==> src/rtl/rap_pkg.sv <==
// Shared types and constants for the router advertisement parser.
package rap_pkg;

	// Default number of DNS servers kept per packet.
	localparam int MAX_DNS_DEF = 3;
	// Number of DNS servers reported in a run.
	localparam int DNS_REPORT_MAX = 3;

	// Header layout and match values.
	localparam logic [15:0] OPT_START   = 16'd56;
	localparam logic [15:0] MIN_LENGTH  = 16'd56;
	localparam logic [15:0] IDX_NEXT_HDR = 16'd6;
	localparam logic [15:0] IDX_ICMP_TYPE = 16'd40;
	localparam logic [15:0] IDX_CUR_HOP = 16'd44;
	localparam logic [15:0] IDX_FLAGS   = 16'd45;
	localparam logic [15:0] IDX_LIFE_HI = 16'd46;
	localparam logic [15:0] IDX_LIFE_LO = 16'd47;
	localparam logic [15:0] COUNT_MAX   = 16'hFFFF;
	localparam logic [3:0]  IP_VERSION  = 4'd6;
	localparam logic [7:0]  NH_ICMPV6   = 8'd58;
	localparam logic [7:0]  ICMP_RA     = 8'd134;
	localparam logic [7:0]  FLAG_M      = 8'h80;
	localparam logic [7:0]  FLAG_O      = 8'h40;

	// NDP option types.
	localparam logic [7:0] OPT_PREFIX = 8'd3;
	localparam logic [7:0] OPT_MTU    = 8'd5;
	localparam logic [7:0] OPT_RDNSS  = 8'd25;

	// Record kinds of an output run.
	typedef enum logic [2:0] {
		REC_LIFETIME,
		REC_MTU,
		REC_GW_HI,
		REC_GW_LO,
		REC_PFX_HI,
		REC_PFX_LO,
		REC_DNS_HI,
		REC_DNS_LO
	} rec_kind_t;

	// Everything the output run needs from one finished packet.
	typedef struct packed {
		logic        valid;
		logic        gw;
		logic        pdone;
		logic [7:0]  hop;
		logic        mflag;
		logic        oflag;
		logic [7:0]  plen;
		logic [1:0]  dns_cnt;
		logic [1:0]  dns_run;
		logic [31:0] mtu;
		logic [2:0][63:0] pfx;
		logic [1:0][63:0] src;
		logic [2*DNS_REPORT_MAX-1:0][63:0] dns;
	} rap_summary_t;

endpackage

==> src/rtl/rap_parser.sv <==
// Per-byte header check, field capture and NDP option walk.
module rap_parser import rap_pkg::*; #(
	parameter int MAX_DNS = MAX_DNS_DEF
) (
	input  logic         clk,
	input  logic         arst_n,
	input  logic         take,
	input  logic [7:0]   data_byte,
	input  logic         last_byte,
	output rap_summary_t summary
);

	localparam int CW = $clog2(MAX_DNS + 1);
	localparam int SLOTS = 2 * MAX_DNS;

	logic [15:0] cnt_q, cnt_n, nos_q, nos_n;
	logic        hv_q, hv_n, m_q, m_n, o_q, o_n, lt_q, lt_n, stop_q, stop_n;
	logic [7:0]  hop_q, hop_n, otype_q, otype_n, olen_q, olen_n;
	logic [1:0][63:0] src_q, src_n;
	logic [2:0][63:0] ppfx_q, ppfx_n, cpfx_q, cpfx_n;
	logic [7:0]  pplen_q, pplen_n, cplen_q, cplen_n;
	logic [31:0] pmtu_q, pmtu_n, cmtu_q, cmtu_n;
	logic        pdone_q, pdone_n;
	logic [SLOTS-1:0][63:0] pdns_q, pdns_n, dstore_q, dstore_n;
	logic [CW-1:0] dcnt_q, dcnt_n;

	logic        active;
	logic [15:0] rel, off, slot;
	logic [10:0] len8;
	logic [8:0]  dsum, dcap;
	logic [1:0]  nd;

	// Next state for one accepted byte.
	always_comb begin
		cnt_n = cnt_q; nos_n = nos_q; hv_n = hv_q; m_n = m_q; o_n = o_q;
		lt_n = lt_q; stop_n = stop_q; hop_n = hop_q; otype_n = otype_q;
		olen_n = olen_q; src_n = src_q; ppfx_n = ppfx_q; cpfx_n = cpfx_q;
		pplen_n = pplen_q; cplen_n = cplen_q; pmtu_n = pmtu_q; cmtu_n = cmtu_q;
		pdone_n = pdone_q; pdns_n = pdns_q; dstore_n = dstore_q; dcnt_n = dcnt_q;
		rel = cnt_q - nos_q;
		off = rel - 16'd8;
		slot = 16'(dcnt_q) + {4'b0, off[15:4]};
		len8 = {olen_q, 3'b000};
		dsum = 9'(dcnt_q) + 9'((olen_q - 8'd1) >> 1);
		dcap = (dsum > 9'(MAX_DNS)) ? 9'(MAX_DNS) : dsum;
		active = take && (cnt_q != COUNT_MAX);
		if (active) begin
			// Fixed header fields.
			if (cnt_q == 16'd0 && data_byte[7:4] != IP_VERSION) hv_n = 1'b0;
			if (cnt_q == IDX_NEXT_HDR && data_byte != NH_ICMPV6) hv_n = 1'b0;
			if (cnt_q == IDX_ICMP_TYPE && data_byte != ICMP_RA) hv_n = 1'b0;
			if (cnt_q >= 16'd8 && cnt_q < 16'd16) src_n[0] = {src_q[0][55:0], data_byte};
			if (cnt_q >= 16'd16 && cnt_q < 16'd24) src_n[1] = {src_q[1][55:0], data_byte};
			if (cnt_q == IDX_CUR_HOP) hop_n = data_byte;
			if (cnt_q == IDX_FLAGS) begin
				m_n = (data_byte & FLAG_M) != 8'd0;
				o_n = (data_byte & FLAG_O) != 8'd0;
			end
			if ((cnt_q == IDX_LIFE_HI || cnt_q == IDX_LIFE_LO) && data_byte != 8'd0)
				lt_n = 1'b1;
			// Option walk.
			if (!stop_q && cnt_q >= nos_q) begin
				if (rel == 16'd0) begin
					otype_n = data_byte;
					olen_n = 8'd0;
				end else if (rel == 16'd1) begin
					olen_n = data_byte;
					if (data_byte == 8'd0 ||
					    ({1'b0, nos_q} + {6'b0, data_byte, 3'b000}) > 17'h0FFFF)
						stop_n = 1'b1;
				end else begin
					if (otype_q == OPT_PREFIX) begin
						if (rel == 16'd2) pplen_n = data_byte;
						else if (rel >= 16'd4 && rel < 16'd12)
							ppfx_n[0] = {ppfx_q[0][55:0], data_byte};
						else if (rel >= 16'd16 && rel < 16'd24)
							ppfx_n[1] = {ppfx_q[1][55:0], data_byte};
						else if (rel >= 16'd24 && rel < 16'd32)
							ppfx_n[2] = {ppfx_q[2][55:0], data_byte};
					end else if (otype_q == OPT_MTU) begin
						if (rel >= 16'd4 && rel < 16'd8) pmtu_n = {pmtu_q[23:0], data_byte};
					end else if (otype_q == OPT_RDNSS) begin
						if (rel >= 16'd8) begin
							for (int s = 0; s < MAX_DNS; s++) begin
								if (slot == 16'(s) && !off[3])
									pdns_n[2*s] = {pdns_q[2*s][55:0], data_byte};
								if (slot == 16'(s) && off[3])
									pdns_n[2*s+1] = {pdns_q[2*s+1][55:0], data_byte};
							end
						end
					end
					// Commit on the option's final byte.
					if (rel == 16'(len8) - 16'd1) begin
						nos_n = nos_q + 16'(len8);
						if (otype_q == OPT_PREFIX) begin
							if (olen_q == 8'd4 && !pdone_q) begin
								cpfx_n = ppfx_n;
								cplen_n = pplen_n;
								pdone_n = 1'b1;
							end
						end else if (otype_q == OPT_MTU) begin
							if (olen_q == 8'd1) cmtu_n = pmtu_n;
						end else if (otype_q == OPT_RDNSS) begin
							if (olen_q >= 8'd3 && dcnt_q < CW'(MAX_DNS)) begin
								for (int i = 0; i < MAX_DNS; i++) begin
									if (9'(i) >= 9'(dcnt_q) && 9'(i) < dcap) begin
										dstore_n[2*i] = pdns_n[2*i];
										dstore_n[2*i+1] = pdns_n[2*i+1];
									end
								end
								dcnt_n = CW'(dcap);
							end
						end
					end
				end
			end
			cnt_n = cnt_q + 16'd1;
		end
	end

	// Summary of the packet including the current byte. The reported count
	// is the stored count masked to two bits; the run length is capped.
	always_comb begin
		nd = (dcnt_n > CW'(DNS_REPORT_MAX)) ? 2'(DNS_REPORT_MAX) : 2'(dcnt_n);
		summary.valid = hv_n && (cnt_n >= MIN_LENGTH);
		summary.gw = lt_n;
		summary.pdone = pdone_n;
		summary.hop = hop_n;
		summary.mflag = m_n;
		summary.oflag = o_n;
		summary.plen = cplen_n;
		summary.dns_cnt = 2'(dcnt_n);
		summary.dns_run = nd;
		summary.mtu = cmtu_n;
		summary.pfx = cpfx_n;
		summary.src = src_n;
		for (int d = 0; d < 2 * DNS_REPORT_MAX; d++) begin
			summary.dns[d] = (d < SLOTS) ? dstore_n[(d < SLOTS) ? d : 0] : 64'd0;
		end
	end

	// Control and header state; a packet end returns it to reset values.
	always_ff @(posedge clk or negedge arst_n) begin
		if (!arst_n) begin
			cnt_q <= 16'd0; nos_q <= OPT_START; hv_q <= 1'b1; m_q <= 1'b0; o_q <= 1'b0;
			lt_q <= 1'b0; stop_q <= 1'b0; hop_q <= 8'd0; otype_q <= 8'd0; olen_q <= 8'd0;
			src_q <= '0; ppfx_q <= '0; cpfx_q <= '0; pplen_q <= 8'd0; cplen_q <= 8'd0;
			pmtu_q <= 32'd0; cmtu_q <= 32'd0; pdone_q <= 1'b0; dcnt_q <= '0;
		end else if (take && last_byte) begin
			cnt_q <= 16'd0; nos_q <= OPT_START; hv_q <= 1'b1; m_q <= 1'b0; o_q <= 1'b0;
			lt_q <= 1'b0; stop_q <= 1'b0; hop_q <= 8'd0; otype_q <= 8'd0; olen_q <= 8'd0;
			src_q <= '0; ppfx_q <= '0; cpfx_q <= '0; pplen_q <= 8'd0; cplen_q <= 8'd0;
			pmtu_q <= 32'd0; cmtu_q <= 32'd0; pdone_q <= 1'b0; dcnt_q <= '0;
		end else begin
			cnt_q <= cnt_n; nos_q <= nos_n; hv_q <= hv_n; m_q <= m_n; o_q <= o_n;
			lt_q <= lt_n; stop_q <= stop_n; hop_q <= hop_n; otype_q <= otype_n;
			olen_q <= olen_n; src_q <= src_n; ppfx_q <= ppfx_n; cpfx_q <= cpfx_n;
			pplen_q <= pplen_n; cplen_q <= cplen_n; pmtu_q <= pmtu_n; cmtu_q <= cmtu_n;
			pdone_q <= pdone_n; dcnt_q <= dcnt_n;
		end
	end

	// DNS buffers are only read after they are written.
	always_ff @(posedge clk) begin
		pdns_q <= pdns_n;
		dstore_q <= dstore_n;
	end

	// The count restarts after every packet end.
	a_cnt_restart: assert property (@(posedge clk) disable iff (!arst_n)
		take && last_byte |=> cnt_q == 16'd0)
		else $error("byte count not cleared after packet end");

	// The stored server count never exceeds its limit.
	a_dcnt_max: assert property (@(posedge clk) disable iff (!arst_n)
		dcnt_q <= CW'(MAX_DNS))
		else $error("dns count above limit");

	// A saturated count leaves the option walk untouched.
	a_sat_hold: assert property (@(posedge clk) disable iff (!arst_n)
		take && !last_byte && cnt_q == COUNT_MAX |=> $stable(nos_q) && $stable(stop_q))
		else $error("option state changed on saturated count");

endmodule

==> src/rtl/router_advert_parser.sv <==
// Top level: byte parser plus output run sequencer for router advertisements.
//
//   channel  direction  handshake              payload
//   input    in         in_valid / in_stall    data_byte, last_byte
//   output   out        out_valid / out_stall  record_kind ... dns_total
//
// One packet byte is accepted per cycle while in_stall is low; its header and option
// work is done in the same cycle by the parser. The byte marked last copies the packet
// summary into a run register and the parser starts the next packet at once.
// A run has 1 to 12 records, one record per cycle while out_stall is low.
// Only a last byte is stalled, and only while the previous run is still draining.
// Reset clears all control state; the DNS buffers need no reset.
module router_advert_parser import rap_pkg::*; #(
	parameter int MAX_DNS = MAX_DNS_DEF
) (
	input  logic        clk,
	input  logic        arst_n,
	input  logic        in_valid,
	output logic        in_stall,
	input  logic [7:0]  data_byte,
	input  logic        last_byte,
	output logic        out_valid,
	input  logic        out_stall,
	output logic [2:0]  record_kind,
	output logic [1:0]  dns_index,
	output logic [63:0] record_word,
	output logic        run_end,
	output logic        accepted,
	output logic [7:0]  hop_lim,
	output logic        m_bit,
	output logic        o_bit,
	output logic        gw_seen,
	output logic        pfx_seen,
	output logic [7:0]  pfx_len,
	output logic [1:0]  dns_total
);

	rap_summary_t summary, snap_q;
	logic         busy_q, take, load, finish, last_rec;
	rec_kind_t    kind_q, kind_nx;
	logic [1:0]   didx_q, didx_nx;

	rap_parser #(.MAX_DNS(MAX_DNS)) u_parser (
		.clk       (clk),
		.arst_n    (arst_n),
		.take      (take),
		.data_byte (data_byte),
		.last_byte (last_byte),
		.summary   (summary)
	);

	// Next record of the run and whether the current one ends it.
	always_comb begin
		kind_nx = kind_q;
		didx_nx = didx_q;
		last_rec = 1'b0;
		unique case (kind_q)
			REC_LIFETIME: kind_nx = REC_MTU;
			REC_MTU: begin
				if (snap_q.gw) kind_nx = REC_GW_HI;
				else if (snap_q.pdone) kind_nx = REC_PFX_HI;
				else if (snap_q.dns_run != 2'd0) kind_nx = REC_DNS_HI;
				else last_rec = 1'b1;
			end
			REC_GW_HI: kind_nx = REC_GW_LO;
			REC_GW_LO: begin
				if (snap_q.pdone) kind_nx = REC_PFX_HI;
				else if (snap_q.dns_run != 2'd0) kind_nx = REC_DNS_HI;
				else last_rec = 1'b1;
			end
			REC_PFX_HI: kind_nx = REC_PFX_LO;
			REC_PFX_LO: begin
				if (snap_q.dns_run != 2'd0) kind_nx = REC_DNS_HI;
				else last_rec = 1'b1;
			end
			REC_DNS_HI: kind_nx = REC_DNS_LO;
			REC_DNS_LO: begin
				if (didx_q + 2'd1 < snap_q.dns_run) begin
					kind_nx = REC_DNS_HI;
					didx_nx = didx_q + 2'd1;
				end else begin
					last_rec = 1'b1;
				end
			end
			default: last_rec = 1'b1;
		endcase
		if (!snap_q.valid) last_rec = 1'b1;
	end

	// Handshakes.
	assign out_valid = busy_q;
	assign run_end = last_rec;
	assign finish = busy_q && !out_stall && last_rec;
	assign in_stall = last_byte && busy_q && !finish;
	assign take = in_valid && !in_stall;
	assign load = take && last_byte;

	// Run register and record pointer.
	always_ff @(posedge clk or negedge arst_n) begin
		if (!arst_n) begin
			busy_q <= 1'b0;
			kind_q <= REC_LIFETIME;
			didx_q <= 2'd0;
		end else if (load) begin
			busy_q <= 1'b1;
			kind_q <= REC_LIFETIME;
			didx_q <= 2'd0;
		end else if (busy_q && !out_stall) begin
			if (last_rec) begin
				busy_q <= 1'b0;
			end else begin
				kind_q <= kind_nx;
				didx_q <= didx_nx;
			end
		end
	end

	always_ff @(posedge clk) begin
		if (load) snap_q <= summary;
	end

	// Record payload and repeated packet summary.
	always_comb begin
		record_kind = 3'(kind_q);
		dns_index = (kind_q == REC_DNS_HI || kind_q == REC_DNS_LO) ? didx_q : 2'd0;
		unique case (kind_q)
			REC_LIFETIME: record_word = snap_q.pdone ? snap_q.pfx[0] : 64'd0;
			REC_MTU:      record_word = {32'd0, snap_q.mtu};
			REC_GW_HI:    record_word = snap_q.src[0];
			REC_GW_LO:    record_word = snap_q.src[1];
			REC_PFX_HI:   record_word = snap_q.pfx[1];
			REC_PFX_LO:   record_word = snap_q.pfx[2];
			REC_DNS_HI:   record_word = snap_q.dns[{didx_q, 1'b0}];
			REC_DNS_LO:   record_word = snap_q.dns[{didx_q, 1'b1}];
			default:      record_word = 64'd0;
		endcase
		accepted = snap_q.gw || snap_q.pdone;
		hop_lim = snap_q.hop;
		m_bit = snap_q.mflag;
		o_bit = snap_q.oflag;
		gw_seen = snap_q.gw;
		pfx_seen = snap_q.pdone;
		pfx_len = snap_q.plen;
		dns_total = snap_q.dns_cnt;
		// A rejected or short packet gives one all-zero record.
		if (!snap_q.valid) begin
			record_kind = 3'd0;
			dns_index = 2'd0;
			record_word = 64'd0;
			accepted = 1'b0;
			hop_lim = 8'd0;
			m_bit = 1'b0;
			o_bit = 1'b0;
			gw_seen = 1'b0;
			pfx_seen = 1'b0;
			pfx_len = 8'd0;
			dns_total = 2'd0;
		end
	end

	// A new run never overwrites one that is still draining.
	a_no_overrun: assert property (@(posedge clk) disable iff (!arst_n)
		load |-> !busy_q || finish)
		else $error("run overwritten before its last record");

	// A DNS record always refers to a stored server.
	a_dns_index: assert property (@(posedge clk) disable iff (!arst_n)
		busy_q && snap_q.valid && (kind_q == REC_DNS_HI || kind_q == REC_DNS_LO)
		|-> didx_q < snap_q.dns_run)
		else $error("dns record beyond stored count");

	// Every run starts with the lifetimes record.
	a_run_start: assert property (@(posedge clk) disable iff (!arst_n)
		load |=> busy_q && kind_q == REC_LIFETIME && didx_q == 2'd0)
		else $error("run did not start at lifetimes record");

endmodule

==> config.mk <==
export PLATFORM = sky130hd
export DESIGN_NAME = router_advert_parser
export DESIGN_NICKNAME = d
export VERILOG_FILES = /design/src/rtl/rap_pkg.sv /design/src/rtl/rap_parser.sv /design/src/rtl/router_advert_parser.sv
export SDC_FILE = /design/constraint.sdc
export NUM_CORES = 2
export LEC_CHECK = 0
export ABC_AREA = 1
export BUFFER_PORTS_ARGS = -buffer_cell sky130_fd_sc_hd__buf_2
export CORE_MARGIN = 4
export CORE_UTILIZATION = 35
export DETAILED_ROUTE_END_ITERATION = 8
export HOLD_SLACK_MARGIN = 0.08
export REMOVE_ABC_BUFFERS = 1
export SLEW_MARGIN = 20
export SYNTH_ARGS = -nofsm -noshare
export SYNTH_HDL_FRONTEND = slang
export SYNTH_SLANG_ARGS = --single-unit
==> constraint.sdc <==
create_clock -name clk -period 58.5 [get_ports clk]
set_input_delay 5.85 -clock clk [delete_from_list [all_inputs] [get_ports clk]]
set_output_delay 5.85 -clock clk [all_outputs]
set_load 0.01 [all_outputs]
* Word level (Yosys, flattened, before mapping)
Cells that the tools add are included.
** Storage, ports and cells
- Logic and storage cells :: 375
- Input bits :: 13
- Register bits :: 2191
- Output and inout port bits :: 95
** Cells by class
- Bitwise operators :: 2
- Equal/unequal tests :: 31
- $add $sub $neg :: 10
- Multiplexer cells :: 177
- Order comparisons :: 28
- Reduce and logical (&&, ||, !) cells :: 67
** Operators by type and width (number)
- 384-bit 2-to-1 mux :: 13
- 192-bit 2-to-1 mux :: 15
- 64-bit 2-to-1 mux :: 16
- 128-bit 2-to-1 mux :: 6
- 32-bit 2-to-1 mux :: 17
- 64-bit case mux with 8 select lines :: 1
- 64-bit binary-select mux with 2-bit select :: 2
- 8-bit 2-to-1 mux :: 29
- 16-bit 2-to-1 mux :: 8
- 16-bit by 6-bit equality test with 1-bit output, second input constant :: 5
- 16-bit by 5-bit greater-or-equal comparator with 1-bit output, second input constant :: 3
- 16-bit logical NOT :: 3
- 16-bit by 5-bit < comparator with 1-bit output, second input constant :: 3
- 1-bit 2-to-1 mux :: 41
- 2-bit 2-to-1 mux :: 18
- 16-bit by 1-bit equality test with 1-bit output, second input constant :: 2
- 16-bit by 2-bit equality test with 1-bit output, second input constant :: 2
- 16-bit by 4-bit greater-or-equal comparator with 1-bit output, second input constant :: 2
- 16-bit by 4-bit < comparator with 1-bit output, second input constant :: 2
- 1-bit logical AND :: 30
- 3-bit 2-to-1 mux :: 8
- 3-bit case mux with 8 select lines :: 1
- 2-bit nonzero test :: 11
- 1-bit by 9-bit < comparator with 1-bit output, first input constant :: 2
- other kinds (52) :: 75

* Depth between registers and ports, before layout
- Depth after elaboration :: 20
- Gate-level depth with buffers :: 30
- Gate-level depth less buffers :: 28

* Modules after synthesis
Synthesis repeated with hierarchy kept, for this count alone.
** Second synthesis, totals
- Cell total of the unflattened synthesis :: 10388
- Area total of the unflattened synthesis :: 94983.6 um^2
** Modules (own cells, without submodules)
- rap_parser :: cells each 8170, area an instance 65322.6 um^2, instances 1
- router_advert_parser :: cells each 2218, area an instance 29660.9 um^2, instances 1

* Worst setup path after synthesis
OpenSTA, ideal clock, no wires.
- Path kind :: input port to flip-flop
- Start :: input out_stall
- End :: register snap_q[0] in the netlist's numbering, enable pin
- Arrival time :: 27.128 ns
- Setup slack :: 29.952 ns
- Setup time :: 1.420 ns
- Stages :: 7
- Path through :: inv_1 -> a21oi_1 -> inv_1 -> nand3_1 -> clkinv_1 -> clkbuf_1 -> clkbuf_1
** Between the ends
- Cells in the longest elaborated chain, start to end :: 8
** RTL lines
- start, declared :: line router_advert_parser.sv:23 : input logic out_stall,
- 1-bit logical NOT :: line router_advert_parser.sv:93 : assign finish = busy_q && !out_stall && last_rec;
- 1-bit logical AND (2 in series) :: line router_advert_parser.sv:93
- 1-bit logical NOT :: line router_advert_parser.sv:94 : assign in_stall = last_byte && busy_q && !finish;
- 1-bit logical AND :: line router_advert_parser.sv:94
- 1-bit logical NOT :: line router_advert_parser.sv:95 : assign take = in_valid && !in_stall;
- 1-bit logical AND :: line router_advert_parser.sv:95
- 1-bit logical AND :: line router_advert_parser.sv:96 : assign load = take && last_byte;
- via load :: line router_advert_parser.sv:39 : logic busy_q, take, load, finish, last_rec;
- end signal, assigned :: line router_advert_parser.sv:119 : if (load) snap_q <= summary;
- end, declared :: line router_advert_parser.sv:38 : rap_summary_t summary, snap_q;
The timed path passes the listed nets, and every way through them passes these cells.
A chain may end at the register's enable or synchronous reset.

* Worst setup path after layout
- Start :: input out_stall
- End :: output in_stall
** Between the ends
- Cells in the longest elaborated chain, start to end :: 5
** RTL lines
- 1-bit logical NOT :: line router_advert_parser.sv:93
- 1-bit logical AND (2 in series) :: line router_advert_parser.sv:93
- 1-bit logical NOT :: line router_advert_parser.sv:94
- 1-bit logical AND :: line router_advert_parser.sv:94
- end, declared :: line router_advert_parser.sv:19 : output logic in_stall,
Every way passes these cells.

==> metrics.md <==
| Metric | Value |
|---|---|
| Max Cap Violations | `0` |
| Die ar. | `~0.28 mm^2` |
| Worst-Margin Slew | `roughly 1200 ps` |
| Reg2reg setup slack | `between 40000 and 50000 ps` |
| Peak VDD IR | `0.0490 mV` |
| Final period util | `21.3%` |
| Synth top area cells | `edfxtp_1 (37%), dfrtp_1 (17%), nand2_1 (11%)` |
| Setup TNS | `0 ps` |
| Synthesized flop and latch total | `roughly 2200` |
| Vias in the first global route | `approximately 69000` |
| Synth unique cells | `between 60 and 70` |
| Pwr per Cell Area | `between 30 and 40 mW/mm^2` |
| Final Skew | `about 55 ps` |
| Reg2Reg Depth | `19` |
| Max Freq | `80.1 MHz` |
| Placed inst area | `about 0.1 mm^2` |
| Post-Syn Instances | `just under 10000` |
| Clock Tree Root | `clkbuf_16` |
| Worst Hold Path EP | `u_parser.dstore_q[115]` |
| Max transition margin | `between 10% and 20%` |
| Leakage | `0.0450 uW` |
| Die W | `526 um` |
| CTS tree | `yes` |
| Global route overflow | `0` |
| HPWL Detailed | `roughly 160000 um` |
| Largest net degree at the start of global routing | `229` |
| Synth top cells by count | `nand2_1 (2782), edfxtp_1 (1143), inv_1 (925)` |
| Final GP Congestion | `between 0.8 and 0.9` |
| DR iter-0 viols | `7277` |
| WS Path Type | `primary input to output pin` |
| Area Overhead vs Synth | `11.9%` |
| Mapped Area | `approximately 0.094 mm^2` |
| Hold Path Cell Cnt | `2` |
| Site Rows | `~190` |
| Top-count cell post-synth | `nand2_1` |
| Clk_lat worst skew | `870 ps` |
| CP max FO | `3` |
| Post-synth top area cell | `edfxtp_1` |
| Register area share after synthesis | `around 62%` |
| Layout cell share with drive strength beyond 1 | `a little under 8%` |
| Final wirelength | `278000 um` |
| Min-delay src | `u_parser.dstore_q[115]` |
| Req. time, crit path | `52650 ps` |
| DR vias/cell | `5.26` |
| Die H | `526 um` |
| Top_reg_cell synth | `edfxtp_1` |
| Post-CTS Setup Inserts | `0` |
| CTS Buf Count | `approximately 220` |
| Setup violators final | `0` |
| Synth top area share | `between 30% and 40%` |
| Worst hold margin | `447 ps` |
| First-pass GRT wire length | `419000 um` |
| Min-Delay Path Class | `flop to flop` |
| Critical path origin | `out_stall` |
| Startpoint types | `primary input` |
| CTS sink count | `roughly 2200` |
| Fin area | `between 0.1 and 0.15 mm^2` |
| Unrepaired setup endpoints after global routing | `no` |
| Antenna viol nets, final | `0` |
| Routed vias | `around 70000` |
| IO buf count | `~110` |
| Boundary pin count | `around 110` |
| Global Route Usage Sum | `~20%` |
| Worst EP arrival | `~6600 ps` |
| Core Footprint | `0.266 mm^2` |
| Max Root-Sink Buffers | `3` |
| Endpoints failing hold | `0` |
| Clock slew at reported path FFs | `approximately 60 ps` |
| Post-route DRC violation count | `0` |
| Resize count post-CTS | `0` |
| Post-CTS Hold Fix Bufs | `0` |
| Fraction of registers with async set/reset | `a little under a third` |
| Status | `completed` |
| Ys Warns | `0` |
| # nets final | `approximately 9600` |
| Routed wire per std cell | `about 21 um` |
| Tmin final | `~12000 ps` |
| H-tree Lvls | `4` |
| Worst Setup End Kind | `output pin` |
| Slew Viols, Final | `0` |
| TritonRoute pass-1 iters | `6` |
| Initial antenna violation count | `7` |
| Post-synth EDFFs | `around 1100` |
| Syn avg cell area | `between 9 and 10 um^2` |
| FF-to-FF Start | `didx_q[1]` |
| Initial Util | `between 30% and 40%` |
| Worst R2R End | `u_parser.pdns_q[309]` |
## through the flow
| step | std cells | util, % | total power, uW | setup WS, ps |
|---|---|---|---|---|
| 6_report | 13302 | 39.5 | 3710 | 46020 |
| 5_1_grt | 13301 | 39.5 | 3840 | 45930 |
| 4_1_cts | 13298 | 39.5 | 3740 | 45990 |
| 3_5_place_dp | 12883 | 36.7 | 2320 | 45990 |
| 3_3_place_gp | 12883 | 36.7 | 2320 | 45980 |
| 2_1_floorplan | 9117 | - | 2100 | 24450 |
## per-layer routing
metal / up-vias / global-route usage [%] / wire [um]
li1: 32323 / - / -
met1: 34534 / 26.8 / 121000
met2: 2598 / 31.5 / 128000
met3: 460 / 2.79 / 19900
met4: 2 / 6.50 / 8540
met5: - / 0 / 7
## cell usage in the layout (no fill, tap or decap), drive strengths merged, types with 232 or more instances in the layout
master	instances
dfrtp	655
nand3	546
and2	232
o21ai	445
edfxtp	1143
nand2	2798
a21oi	426
dfxtp	384
nor2	347
buf	234
clkbuf	319
inv	948
## sequential cells by signal, indices dropped and copies added, names as in the netlist, 2 cells and up
register and cells:
u_parser.cmtu_q 32, snap_q 759, u_parser.pmtu_q 32, u_parser.src_q 128, u_parser.pplen_q 8, u_parser.cplen_q 8
u_parser.hop_q 8, u_parser.dstore_q 384, u_parser.ppfx_q 192, u_parser.pdns_q 384, u_parser.dcnt_q 2, kind_q 3
u_parser.olen_q 8, u_parser.otype_q 8, u_parser.nos_q 13, u_parser.cnt_q 16, u_parser.cpfx_q 192, didx_q 2
## worst max-delay path by stage
stage                end  depth (start not counted)  slack (ps)
2_1_floorplan  snap_q[0]                          5       24450
3_3_place_gp    in_stall                          6       45980
3_5_place_dp    in_stall                          6       45990
4_1_cts         in_stall                          6       45990
5_1_grt         in_stall                          6       45930
6_report        in_stall                          6       46020
## worst max-delay path, cell delays in order
cell and delay [ps]:
buf_2 90, inv_1 30, a21oi_1 280, nand2_1 170
inv_1 80, buf_2 120
## area by class of cell
type,instances,area (um^2)
multi-input cells,5984,29500
inverters,947,3590
flip-flops and latches,2186,58500
well taps,3533,4420
diodes,1,2.50
fillers,25873,161000
clock buffers,317,6290
clock inverters,98,1060
repair buffers,236,1650
## where the power goes
| part | switching (uW) | internal (uW) |
|---|---|---|
| logic | 449 | 124 |
| registers | 23.2 | 1690 |
| clock network | 613 | 811 |
## kinds of logic after synthesis
kind of cell / share of synthesized area [%]
xor gates and xnor gates: 0.271
AOI/OAI and AO/OA: 8.92
DFF: 62.3
other: 0.00800
muxes: 1.33
buffers and inverters: 6.41
adders and majority gates: 0.691
and+or+nand+nor: 20.0
Power figures use the tool's default switching activity.
